===== src/rtl/alrm_pkg.sv =====
// Shared types, constants and helpers for the autoranging link rate meter.
`timescale 1ns / 1ps
package alrm_pkg;

    localparam int unsigned RATE_W   = 64;
    localparam int unsigned MINPK_W  = 41;
    localparam int unsigned SHIFT_W  = 5;
    localparam int unsigned LEVEL_W  = 8;
    localparam int unsigned SEL_W    = 4;
    localparam int unsigned CNT_W    = 7;
    localparam int unsigned PROD_W   = 72;
    localparam int unsigned DSTEP_W  = 7;
    localparam logic [DSTEP_W-1:0] DIV_STEPS = 7'd72;
    localparam logic [CNT_W-1:0]   MAX_RESULTS = 7'd64;
    localparam logic [RATE_W-1:0]  DECAY_FLOOR = 64'd1024;
    localparam logic [MINPK_W-1:0] MIN_PEAK_RST = 41'd1048576;
    localparam logic [SHIFT_W-1:0] DECAY_RST = 5'd7;

    localparam logic [RATE_W-1:0] KB_BYTES = 64'd1024;
    localparam logic [RATE_W-1:0] MB_BYTES = 64'd1048576;
    localparam logic [RATE_W-1:0] GB_BYTES = 64'd1073741824;

    typedef enum logic [1:0] {
        CMD_SAMPLE   = 2'd0,
        CMD_REGEN    = 2'd1,
        CMD_BASELINE = 2'd2,
        CMD_UNUSED   = 2'd3
    } t_cmd;

    typedef enum logic {
        CFG_MIN_PEAK    = 1'b0,
        CFG_DECAY_SHIFT = 1'b1
    } t_cfg_idx;

    typedef enum logic [3:0] {
        S_IDLE,
        S_RATE,
        S_PEAK,
        S_FLOOR,
        S_RLOAD,
        S_RWAIT,
        S_DSTART,
        S_DWAIT,
        S_EMIT
    } t_state;

    typedef struct packed {
        logic start;
        logic done;
    } t_div_ctl;

    function automatic logic [SEL_W-1:0] ceil_index(input logic [RATE_W-1:0] v);
        logic [SEL_W-1:0] idx;
        idx = 4'd8;
        if (v <= 64'd100 * GB_BYTES) idx = 4'd8;
        if (v <= 64'd10 * GB_BYTES)  idx = 4'd7;
        if (v <= GB_BYTES)           idx = 4'd6;
        if (v <= 64'd100 * MB_BYTES) idx = 4'd5;
        if (v <= 64'd10 * MB_BYTES)  idx = 4'd4;
        if (v <= MB_BYTES)           idx = 4'd3;
        if (v <= 64'd100 * KB_BYTES) idx = 4'd2;
        if (v <= 64'd10 * KB_BYTES)  idx = 4'd1;
        if (v <= KB_BYTES)           idx = 4'd0;
        return idx;
    endfunction

endpackage


===== src/rtl/alrm_div.sv =====
// Bit-serial restoring divider: floor(x*255/div), one quotient bit per cycle.
`timescale 1ns / 1ps
module alrm_div (
    input  logic                              i_clk,
    input  logic                              i_rst_n,
    input  alrm_pkg::t_div_ctl                i_ctl,
    input  logic [alrm_pkg::RATE_W-1:0]       i_x,
    input  logic [alrm_pkg::RATE_W-1:0]       i_div,
    output alrm_pkg::t_div_ctl                o_ctl,
    output logic [alrm_pkg::LEVEL_W-1:0]      o_q
);
    logic [alrm_pkg::PROD_W-1:0]  r_dd;
    logic [alrm_pkg::RATE_W:0]    r_r;
    logic [alrm_pkg::RATE_W-1:0]  r_dv;
    logic [alrm_pkg::LEVEL_W-1:0] r_q;
    logic [alrm_pkg::DSTEP_W-1:0] r_cnt;
    logic                         r_done;
    logic                         r_zero;
    logic [alrm_pkg::RATE_W:0]    rs;
    logic                         ge;

    assign rs = {r_r[alrm_pkg::RATE_W-1:0], r_dd[alrm_pkg::PROD_W-1]};
    assign ge = rs >= {1'b0, r_dv};

    always_ff @(posedge i_clk) begin
        if (!i_rst_n) begin
            r_cnt  <= '0;
            r_done <= 1'b0;
        end else begin
            r_done <= 1'b0;
            if (i_ctl.start) begin
                r_cnt <= alrm_pkg::DIV_STEPS;
            end else if (r_cnt != '0) begin
                r_cnt <= r_cnt - 7'd1;
                if (r_cnt == 7'd1) begin
                    r_done <= 1'b1;
                end
            end
        end
    end

    always_ff @(posedge i_clk) begin
        if (i_ctl.start) begin
            r_dd   <= {i_x, 8'd0} - {8'd0, i_x};
            r_r    <= '0;
            r_q    <= '0;
            r_dv   <= i_div;
            r_zero <= i_div == '0;
        end else if (r_cnt != '0) begin
            r_dd <= {r_dd[alrm_pkg::PROD_W-2:0], 1'b0};
            r_r  <= ge ? rs - {1'b0, r_dv} : rs;
            r_q  <= {r_q[alrm_pkg::LEVEL_W-2:0], ge};
        end
    end

    assign o_ctl.start = 1'b0;
    assign o_ctl.done  = r_done;
    assign o_q         = r_zero ? '0 : r_q;
endmodule


===== config.mk =====
export PLATFORM = sky130hd
export DESIGN_NAME = alrm_div
export DESIGN_NICKNAME = d
export VERILOG_FILES = /design/src/rtl/alrm_pkg.sv /design/src/rtl/alrm_div.sv
export SDC_FILE = /design/constraint.sdc
export NUM_CORES = 1
export LEC_CHECK = 0
export BUFFER_PORTS_ARGS = -buffer_cell sky130_fd_sc_hd__buf_2
export CAP_MARGIN = 5
export CORE_MARGIN = 2
export CORE_UTILIZATION = 55
export DETAILED_ROUTE_END_ITERATION = 10
export PLACE_DENSITY = 0.74
export SLEW_MARGIN = 40
export SYNTH_ARGS = -nofsm -noshare
export SYNTH_HDL_FRONTEND = slang
export SYNTH_SLANG_ARGS = --single-unit

===== constraint.sdc =====
create_clock -name i_clk -period 4 [get_ports i_clk]
set_input_delay 0.6 -clock i_clk [delete_from_list [all_inputs] [get_ports i_clk]]
set_output_delay 0.6 -clock i_clk [all_outputs]
set_load 0.02 [all_outputs]

* Word-level counts from Yosys, hierarchy flattened *
Cells that the tools add are included.

storage, ports and cells
  output and inout port bits = 10
  input bits = 132
  word-level logic and storage cells = 27
  register bits after elaboration = 217

cells by class
  order comparisons = 1
  mux-type cells = 7
  add/sub/neg operators = 3
  reduce and logical (&&, ||, !) cells = 5
  eq/ne operators = 1
  bitwise logic cells = 2

operators with widths
  operator                                             number
  2-to-1 mux 72 bit                                    2
  subtractor 72 x 64 -> 72 bit                         1
  >= comparator 65 x 64 -> 1 bit                       1
  logical NOT 64 bit                                   1
  2-to-1 mux 64 bit                                    1
  subtractor 64 bit                                    1
  2-to-1 mux 7 bit                                     2
  2-to-1 mux 8 bit                                     1
  equality test 7 x 1 -> 1 bit, second input constant  1
  nonzero test 7 bit                                   1
  subtractor 7 x 1 -> 7 bit, second input constant     1
  OR reduction 3 bit                                   1
  NOT 1 bit                                            2
  nonzero test 2 bit                                   1
  OR reduction 2 bit                                   1
  2-to-1 mux 1 bit                                     1

* Logic depth before layout (Yosys ltp) *
Gate-level depths: netlist of run 1.

  word-level depth = 3
  depth in mapped cells = 15
  depth with buffers taken out = 13

* Worst setup path after synthesis of run 1 *
OpenSTA, ideal clock, no wires.

  kind = register to register
  start = reg r_cnt[5] (netlist name)
  end = reg r_dd[0] (netlist name) (enable)
  slack = 0.529 ns
  data arrival time = 2.731 ns
  cell stages (with the launch flop) = 7
  library setup time = 0.740 ns
  period minus slack after synthesis = 3.471 ns
  cell sequence = dfxtp_1 -> nor4_1 -> nor2b_1 -> and2_1 -> clkbuf_1 -> buf_1 -> nand2_1

between the ends
  word-level cells in the longest chain between the ends = 2

ends and longest elaborated chain
  element                              RTL line        RTL
  from (decl)                          alrm_div.sv:16  logic [alrm_pkg::DSTEP_W-1:0] r_cnt;
  from (signal assigned)               alrm_div.sv:32  r_cnt <= alrm_pkg::DIV_STEPS;
  from (signal assigned)               alrm_div.sv:34  r_cnt <= r_cnt - 7'd1;
  nonzero test 7 bit                   alrm_div.sv:49  end else if (r_cnt != '0) begin
  nonzero test 2 bit (no source line)  -
  to (signal assigned)                 alrm_div.sv:44  r_dd <= {i_x, 8'd0} - {8'd0, i_x};
  to (signal assigned)                 alrm_div.sv:50  r_dd <= {r_dd[alrm_pkg::PROD_W-2:0], 1'b0};
  to (decl)                            alrm_div.sv:12  logic [alrm_pkg::PROD_W-1:0] r_dd;

No other way between the ends.
A chain may end at the register's enable or synchronous reset.

* Worst setup path in the final report of run 1 *
  start = reg r_dd[71] (netlist name)
  end = reg r_r[60] (netlist name)

between the ends
  word-level cells in the longest chain between the ends = 2

ends and longest elaborated chain
  element                                                                     RTL line                        RTL
  subtractor 64 bit / >= comparator 65 x 64 -> 1 bit (equally long branches)  alrm_div.sv:51, alrm_div.sv:23
  2-to-1 mux 64 bit *                                                         alrm_div.sv:51                  r_r <= ge ? rs - {1'b0, r_dv} : rs;
  to (signal assigned)                                                        alrm_div.sv:51
  to (decl)                                                                   alrm_div.sv:13                  logic [alrm_pkg::RATE_W:0] r_r;

Every way passes the cells marked *; elsewhere a longest branch is shown, timed or not.

==> results of run 1 <==
[state kept, by name, indices dropped and copies added (netlist names)]
register and flops:
r_cnt 7, r_q 8, r_zero 1, r_r 64, r_dd 72, r_done 1, r_dv 64
[layout by cell type, fill, tap and decap left out, types with 78 or more instances in the layout]
cell type / instances
buf_2: 138
edfxtp_1: 137
inv_1: 167
ha_1: 124
nand2_1: 221
a21oi_1: 179
o21ai_0: 97
nor2_1: 142
xnor2_1: 78
dfxtp_1: 80
[per-layer routing]
metal / track usage, % / up-vias / wire length [um]
li1: - / 7427 / -
met1: 38.7 / 7099 / 20500
met2: 44.6 / 368 / 19700
met3: 2.90 / 77 / 2120
met4: 7.96 / 0 / 1290
met5: 0 / - / 0
[kinds of logic (layout without fill, tap and decap cells)]
| logic type | Yosys count | after routing | share of synthesized area [%] |
|---|---|---|---|
| adder cells (fa/ha/maj) | 125 | 125 | 9.40 |
| multiplexers | 60 | 60 | 4.01 |
| buffers and inverters | 272 | 378 | 6.24 |
| other | 1 | 2 | 0.0224 |
| AND/OR/NAND/NOR | 626 | 626 | 17.7 |
| XOR/XNOR | 120 | 120 | 6.29 |
| flip-flops | 217 | 217 | 34.2 |
| AO/OA/AOI/OAI | 566 | 566 | 22.2 |
[through the flow]
| stage | cell area (um2) | util, % |
|---|---|---|
| 2_1_floorplan | 16700 | - |
| 3_3_place_gp | 17700 | 59.5 |
| 3_5_place_dp | 17700 | 59.6 |
| 4_1_cts | 18500 | 62.1 |
| 5_1_grt | 18500 | 62.1 |
| 6_report | 18500 | 62.1 |
[power by group through the flow]
stage          sequential [mW]  clock [mW]  combinational, mW
5_1_grt                   3.37        2.29               5.17
6_report                  3.30        2.15               4.64
2_1_floorplan             3.25           0               3.48
3_5_place_dp              3.34           0               4.55
3_3_place_gp              3.32           0               4.48
4_1_cts                   3.30        2.19               4.59
[timing repair]
item | CTS | global route
endpoints found under the hold margin | 0 | 0
resized for setup | 0 | 1
setup endpoints to repair | 0 | 1
[final timing paths]
path                            cells past startpoint                 from                   end
worst max-delay path                               13   r_dd[71]$_DFFE_PP_  r_r[60]$_SDFFE_PP0N_
worst max register to register                     13   r_dd[71]$_DFFE_PP_  r_r[60]$_SDFFE_PP0N_
worst min-delay path                                1            i_div[19]    r_dv[19]$_DFFE_PP_
worst min register to register                      2  r_q[7]$_SDFFE_PP0N_   r_q[7]$_SDFFE_PP0N_
[area by class of cell]
class                      count  area [um2]  share of cell area, %
clock buffer                  32         631                   3.41
sequential                   217        5720                   30.9
clock inverter                12         125                  0.676
timing repair buffer         167         932                   5.04
antenna                        1        2.50                 0.0135
inverter                     167         627                   3.39
tap                          390         488                   2.64
multi-input combinational   1498        9990                   54.0
[worst max-delay path: cells and delay by family, from the launching register on]
kind	cells	cell delay, ns
fa+ha+maj	2	0.62
simple gates	3	0.38
buf+inv	1	0.07
xor+xnor	1	0.18
flops	1	0.42
compound gates	6	1.93
==> reports/qor.yml, run 1 <==
fin_worst_skew_ns: 0.0111
internal_power_mw: 6.08
slew_viol_final: 0
relSlewSlack_pct: 44.9
via_count: 15000
die_y_um: 178
synth_sequential_area_ratio_pct: 34.2
port_buffers: 139
worst_slack_ns: 0.332
root_buffer: "clkbuf_16"
grt_usage_pct: 27.4
synthesis.area_mm2: 0.0167
async_reset_ff_share_pct: 0
post-route-period-util_pct: 91.7
grt_setup_unrepaired: "no"
syn-num-nets: 2244
drt_iter0_markers: 1041
drc: 0
row_count: 63
critPathArrivalTime_ns: 4.11
slowest_stage: "o311a_1"
cp.required_ns: 4.44
hold-worst-slack_ns: 0.259
p_sw_share_pct: 39.7
antenna_left: 0
maxCapViolations: 0
worstSetupPathType: "flip-flop to flip-flop"
hold_buffers: 0
p_leak_nw: 8.04
antenna_found_initial: 1
path_clk_slew_ns: 0.06
syn_inst: 1987
clkSinkCount: 217
first_global_vias: 14200
io_pins: 142
die_w_um: 178
insertion_delay_ns: 0.53
drive_gt1_share_pct: 13.3
powerDensity_mw_per_mm2: 546
avgSynthCellArea_um2: 8.41
cts_tree: "done"
place_ws_ns: 0.166
grt_pass1_wl_mm: 71.0
period_minus_slack_ns: 3.67
finalSetupViolations: 0
drt-vias-per-instance: 6.03
vdd_drop_max_v: 0.000376
synth_area_leaders: "edfxtp_1 (25%), dfxtp_1 (9.6%), ha_1 (9.3%)"
grt.overflow.total: 0
dp_hpwl_mm: 33.8
power.total_mw: 10.1
synth_top_cell_area_share_pct: 24.6
fill_cells: 2628
hold_viol: 0
r2r_setup_slack_ns: 0.33
startpoint_type: "flip-flop"
die_area_mm2: 0.0318
power.share.sequential_pct: 32.7
clockPowerShare_pct: 21.3
start_util_pct: 56.1
design.core.area_mm2: 0.0298
status: "finished, final reports clean"
synth.top_cells.by_count: "nand2_1 (224), a21oi_1 (179), inv_1 (167)"
postCtsSetupRepairBufs: 0
placedCellCount: 2439
synth_edf_count: 137
drtPass1Iterations: 5
synthToLayoutAreaGrowth_pct: 10.7
routabilityCongestion: 0.931
p_comb_share_pct: 46.0
setup_tns_ns: 0
holdCritPathClass: "input port to flip-flop"
cts_made_buffers: 24
max_freq_mhz: 273
yosysWarnings: 0
layout.nets: 2332
cpPeakStageDelay_ns: 0.48
ys_types: 82
synthFlopType: "edfxtp_1"
ys_ff_latch: 217
wl_per_cell_um: 17.6
p_sw_mw: 4.01
synth_area_leader_cell: "edfxtp_1"
synth_most_common_cell: "nand2_1"
cp_cell_sequence: "inv_1 > ha_1 > fa_1 > nand2b_1 > a211oi_1 > nor2_1 > o22ai_1 > o21ai_0 > o311a_1 > o21ai_0 > xor2_1 > nand2_1 > a311oi_1"
cp-end-kind: "flip-flop"
tightest_slew_ns: 0.827
cts-htree-levels: 1
grt_max_degree: 76
path_max_fanout: 3
final_cells: 2484
timing.critical_path.mode_cell: "o21ai_0"
cts_buffer_depth: 3
drt-total-wl_mm: 43.7
(Power assumes the default switching activity.)
==> inputs of run 2 (changes only) <==
- PLACE_DENSITY: 0.74 -> unset
- PLACE_DENSITY_LB_ADDON: unset -> 0.25
- clock period: 4 -> 3.7 ns (I/O delays scaled with it)
==> reports/qor.yml, run 2 (synthesized netlist as in run 1, its figures left out) <==
status: "finished, final reports clean"
relSlewSlack_pct: 45.7  # +0.83 points
final_cell_mix: "nand2_1 (221), a21oi_1 (179), inv_1 (167), nor2_1 (141), buf_2 (138)"
fin_worst_skew_ns: 0.0246  # +0.0136 ns
stdcell_area_mm2: 0.0189  # +2.0%
cp_num_buf_inv: 1  # unchanged
first_global_vias: 14300  # +0.71%
place_ws_ns: -0.0298  # -0.196 ns
maxCapViolations: 0  # unchanged
drt_iter0_markers: 1213  # +17%
powerDensity_mw_per_mm2: 590  # +8.1%
path_max_fanout: 7  # +4
p_leak_nw: 8.26  # +2.6%
slowest_stage: "mux2_2"
fill_cells: 2646  # +0.68%
grt_usage_pct: 27.6  # +0.20 points
port_buffers: 139  # unchanged
p_comb_share_pct: 46.5  # +0.5 points
final_common_cell: "nand2_1"
seq_area_mm2: 0.00572  # unchanged
p_sw_share_pct: 39.9  # +0.19 points
vdd_drop_max_v: 0.000434  # +15%
die_y_um: 178  # unchanged
startpoint_type: "flip-flop"
drt-total-wl_mm: 44.7  # +2.4%
timing.critical_path.mode_cell: "a21oi_1"
power.share.sequential_pct: 32.2  # -0.5 points
routabilityCongestion: 0.942  # +1.2%
io_pins: 142  # unchanged
antenna_found_initial: 4  # +3
max_freq_mhz: 282  # +3.6%
holdCritPathClass: "input port to flip-flop"
layout.nets: 2374  # +1.8%
period_minus_slack_ns: 3.54  # -0.127 ns
multi_input_area_mm2: 0.0100  # +0.10%
largest_register_ffs: 72  # unchanged
cp_top_family: "compound AO/OA/AOI/OAI gates"
cp.depth: 12  # -1
worst_slack_ns: 0.160  # -0.173 ns
root_buffer: "clkbuf_16"
cts_made_buffers: 25  # +4.2%
reg_top3: "r_dd x72, r_dv x64, r_r x64"
drive_gt1_share_pct: 15.2  # +1.9 points
cts-htree-levels: 1  # unchanged
clkSinkCount: 217  # unchanged
drtPass1Iterations: 5  # unchanged
grt_setup_unrepaired: "no"
slew_viol_final: 0  # unchanged
holdPathStages: 1  # unchanged
cp-end-kind: "flip-flop"
wl_per_cell_um: 17.7  # +0.61%
synthToLayoutAreaGrowth_pct: 12.9
clockPowerShare_pct: 21.3  # about the same
design.core.area_mm2: 0.0298  # unchanged
tightest_slew_ns: 0.807  # -0.0199 ns
cp.required_ns: 4.13  # -0.31 ns
grt_pass1_wl_mm: 71.3  # +0.39%
die_area_mm2: 0.0318  # unchanged
post-route-util_pct: 63.4  # +1.2 points
p_sw_mw: 4.44  # +11%
post-route-period-util_pct: 95.7  # +4.0 points
cts_buffer_depth: 3  # unchanged
r2r_cells: 12  # -1
insertion_delay_ns: 0.54  # about the same
internal_power_mw: 6.69  # +9.9%
critPathArrivalTime_ns: 3.97  # -0.14 ns
top_register: "r_dd"
place_area_mm2: 0.0181  # +1.9%
cts_tree: "done"
grt_max_degree: 82  # +7.9%
dp_hpwl_mm: 34.5  # +2.2%
finalSetupViolations: 0  # unchanged
grt.overflow.total: 0  # unchanged
drt-vias-per-instance: 6.01  # -0.25%
cp_cell_sequence: "inv_1 > ha_1 > a21oi_1 > o221ai_1 > a21oi_1 > o211ai_1 > or3_1 > o21a_1 > a31o_2 > a41oi_1 > mux2_2 > a211oi_1"
cpPeakStageDelay_ns: 0.37  # -0.11 ns
worstSetupPathType: "flip-flop to flip-flop"
row_count: 63  # unchanged
via_count: 15200  # +1.5%
path_clk_slew_ns: 0.06  # about the same
antenna_left: 0  # unchanged
drc: 0  # unchanged
die_w_um: 178  # unchanged
start_util_pct: 56.1  # unchanged
hold_viol: 0  # unchanged
run 2: cell types whose count changed in the layout (fill, tap and decap cells not counted), moves of 2 or more:
| cell | before | now |
|---|---|---|
| buf_4 | 25 | 64 |
| clkbuf_1 | 8 | 5 |
| clkinvlp_4 | 1 | 3 |
| clkinv_4 | 0 | 2 |
| buf_12 | 1 | 3 |
| inv_6 | 1 | 3 |
run 2: path summary, 6_finish.rpt:
| path | startpoint | to | slack [ns] |
|---|---|---|---|
| max reg2reg | r_dv[23]$_DFFE_PP_ | r_r[58]$_SDFFE_PP0N_ | 0.16 |
| min reg2reg | r_q[5]$_SDFFE_PP0N_ | r_q[5]$_SDFFE_PP0N_ | 0.46 |
| min | i_div[49] | r_dv[49]$_DFFE_PP_ | 0.20 |
| max | r_dv[23]$_DFFE_PP_ | r_r[58]$_SDFFE_PP0N_ | 0.16 |
run 2: layer usage:
| metal | wire, um | vias to the layer above | global-route usage, % | share of wire (%) |
|---|---|---|---|---|
| li1 | - | 7509 | - | - |
| met1 | 20400 | 7188 | 37.6 | 46 |
| met2 | 20700 | 424 | 45.7 | 46 |
| met3 | 2510 | 73 | 4.07 | 5.6 |
| met4 | 1140 | 4 | 7.99 | 2.5 |
| met5 | 27 | - | 0 | 0.060 |
run 2: layout make-up:
class	count	share of cell area [%]
tap	390	2.58
clock buffer	31	3.49
inverter	167	3.32
multi-input combinational	1498	53.0
sequential	217	30.3
antenna	2	0.0265
timing repair buffer	208	6.70
clock inverter	15	0.656
run 2: metrics by stage:
| step | total power, mW | hold WS [ns] | TNS (ns) | std cells |
|---|---|---|---|---|
| after floorplan | 7.27 | 0.427 | 0 | 1987 |
| after global placement | 8.57 | 0.437 | -0.0423 | 2480 |
| after detailed placement | 8.67 | 0.456 | -0.0298 | 2480 |
| after CTS | 11.1 | 0.166 | 0 | 2526 |
| after global routing | 11.9 | 0.186 | 0 | 2528 |
| final | 11.1 | 0.199 | 0 | 2528 |
run 2: power by group through the flow:
stage	clock, mW	combinational, mW	sequential, mW
after floorplan	0	3.76	3.51
after global placement	0	4.97	3.60
after detailed placement	0	5.06	3.61
after CTS	2.43	5.09	3.58
after global routing	2.52	5.72	3.64
final	2.37	5.18	3.58
run 2: repair_timing:
action	in CTS	in global routing
buffers inserted	0	0
resized for setup	0	3
hold buffers	0	0
setup endpoints to repair	0	2
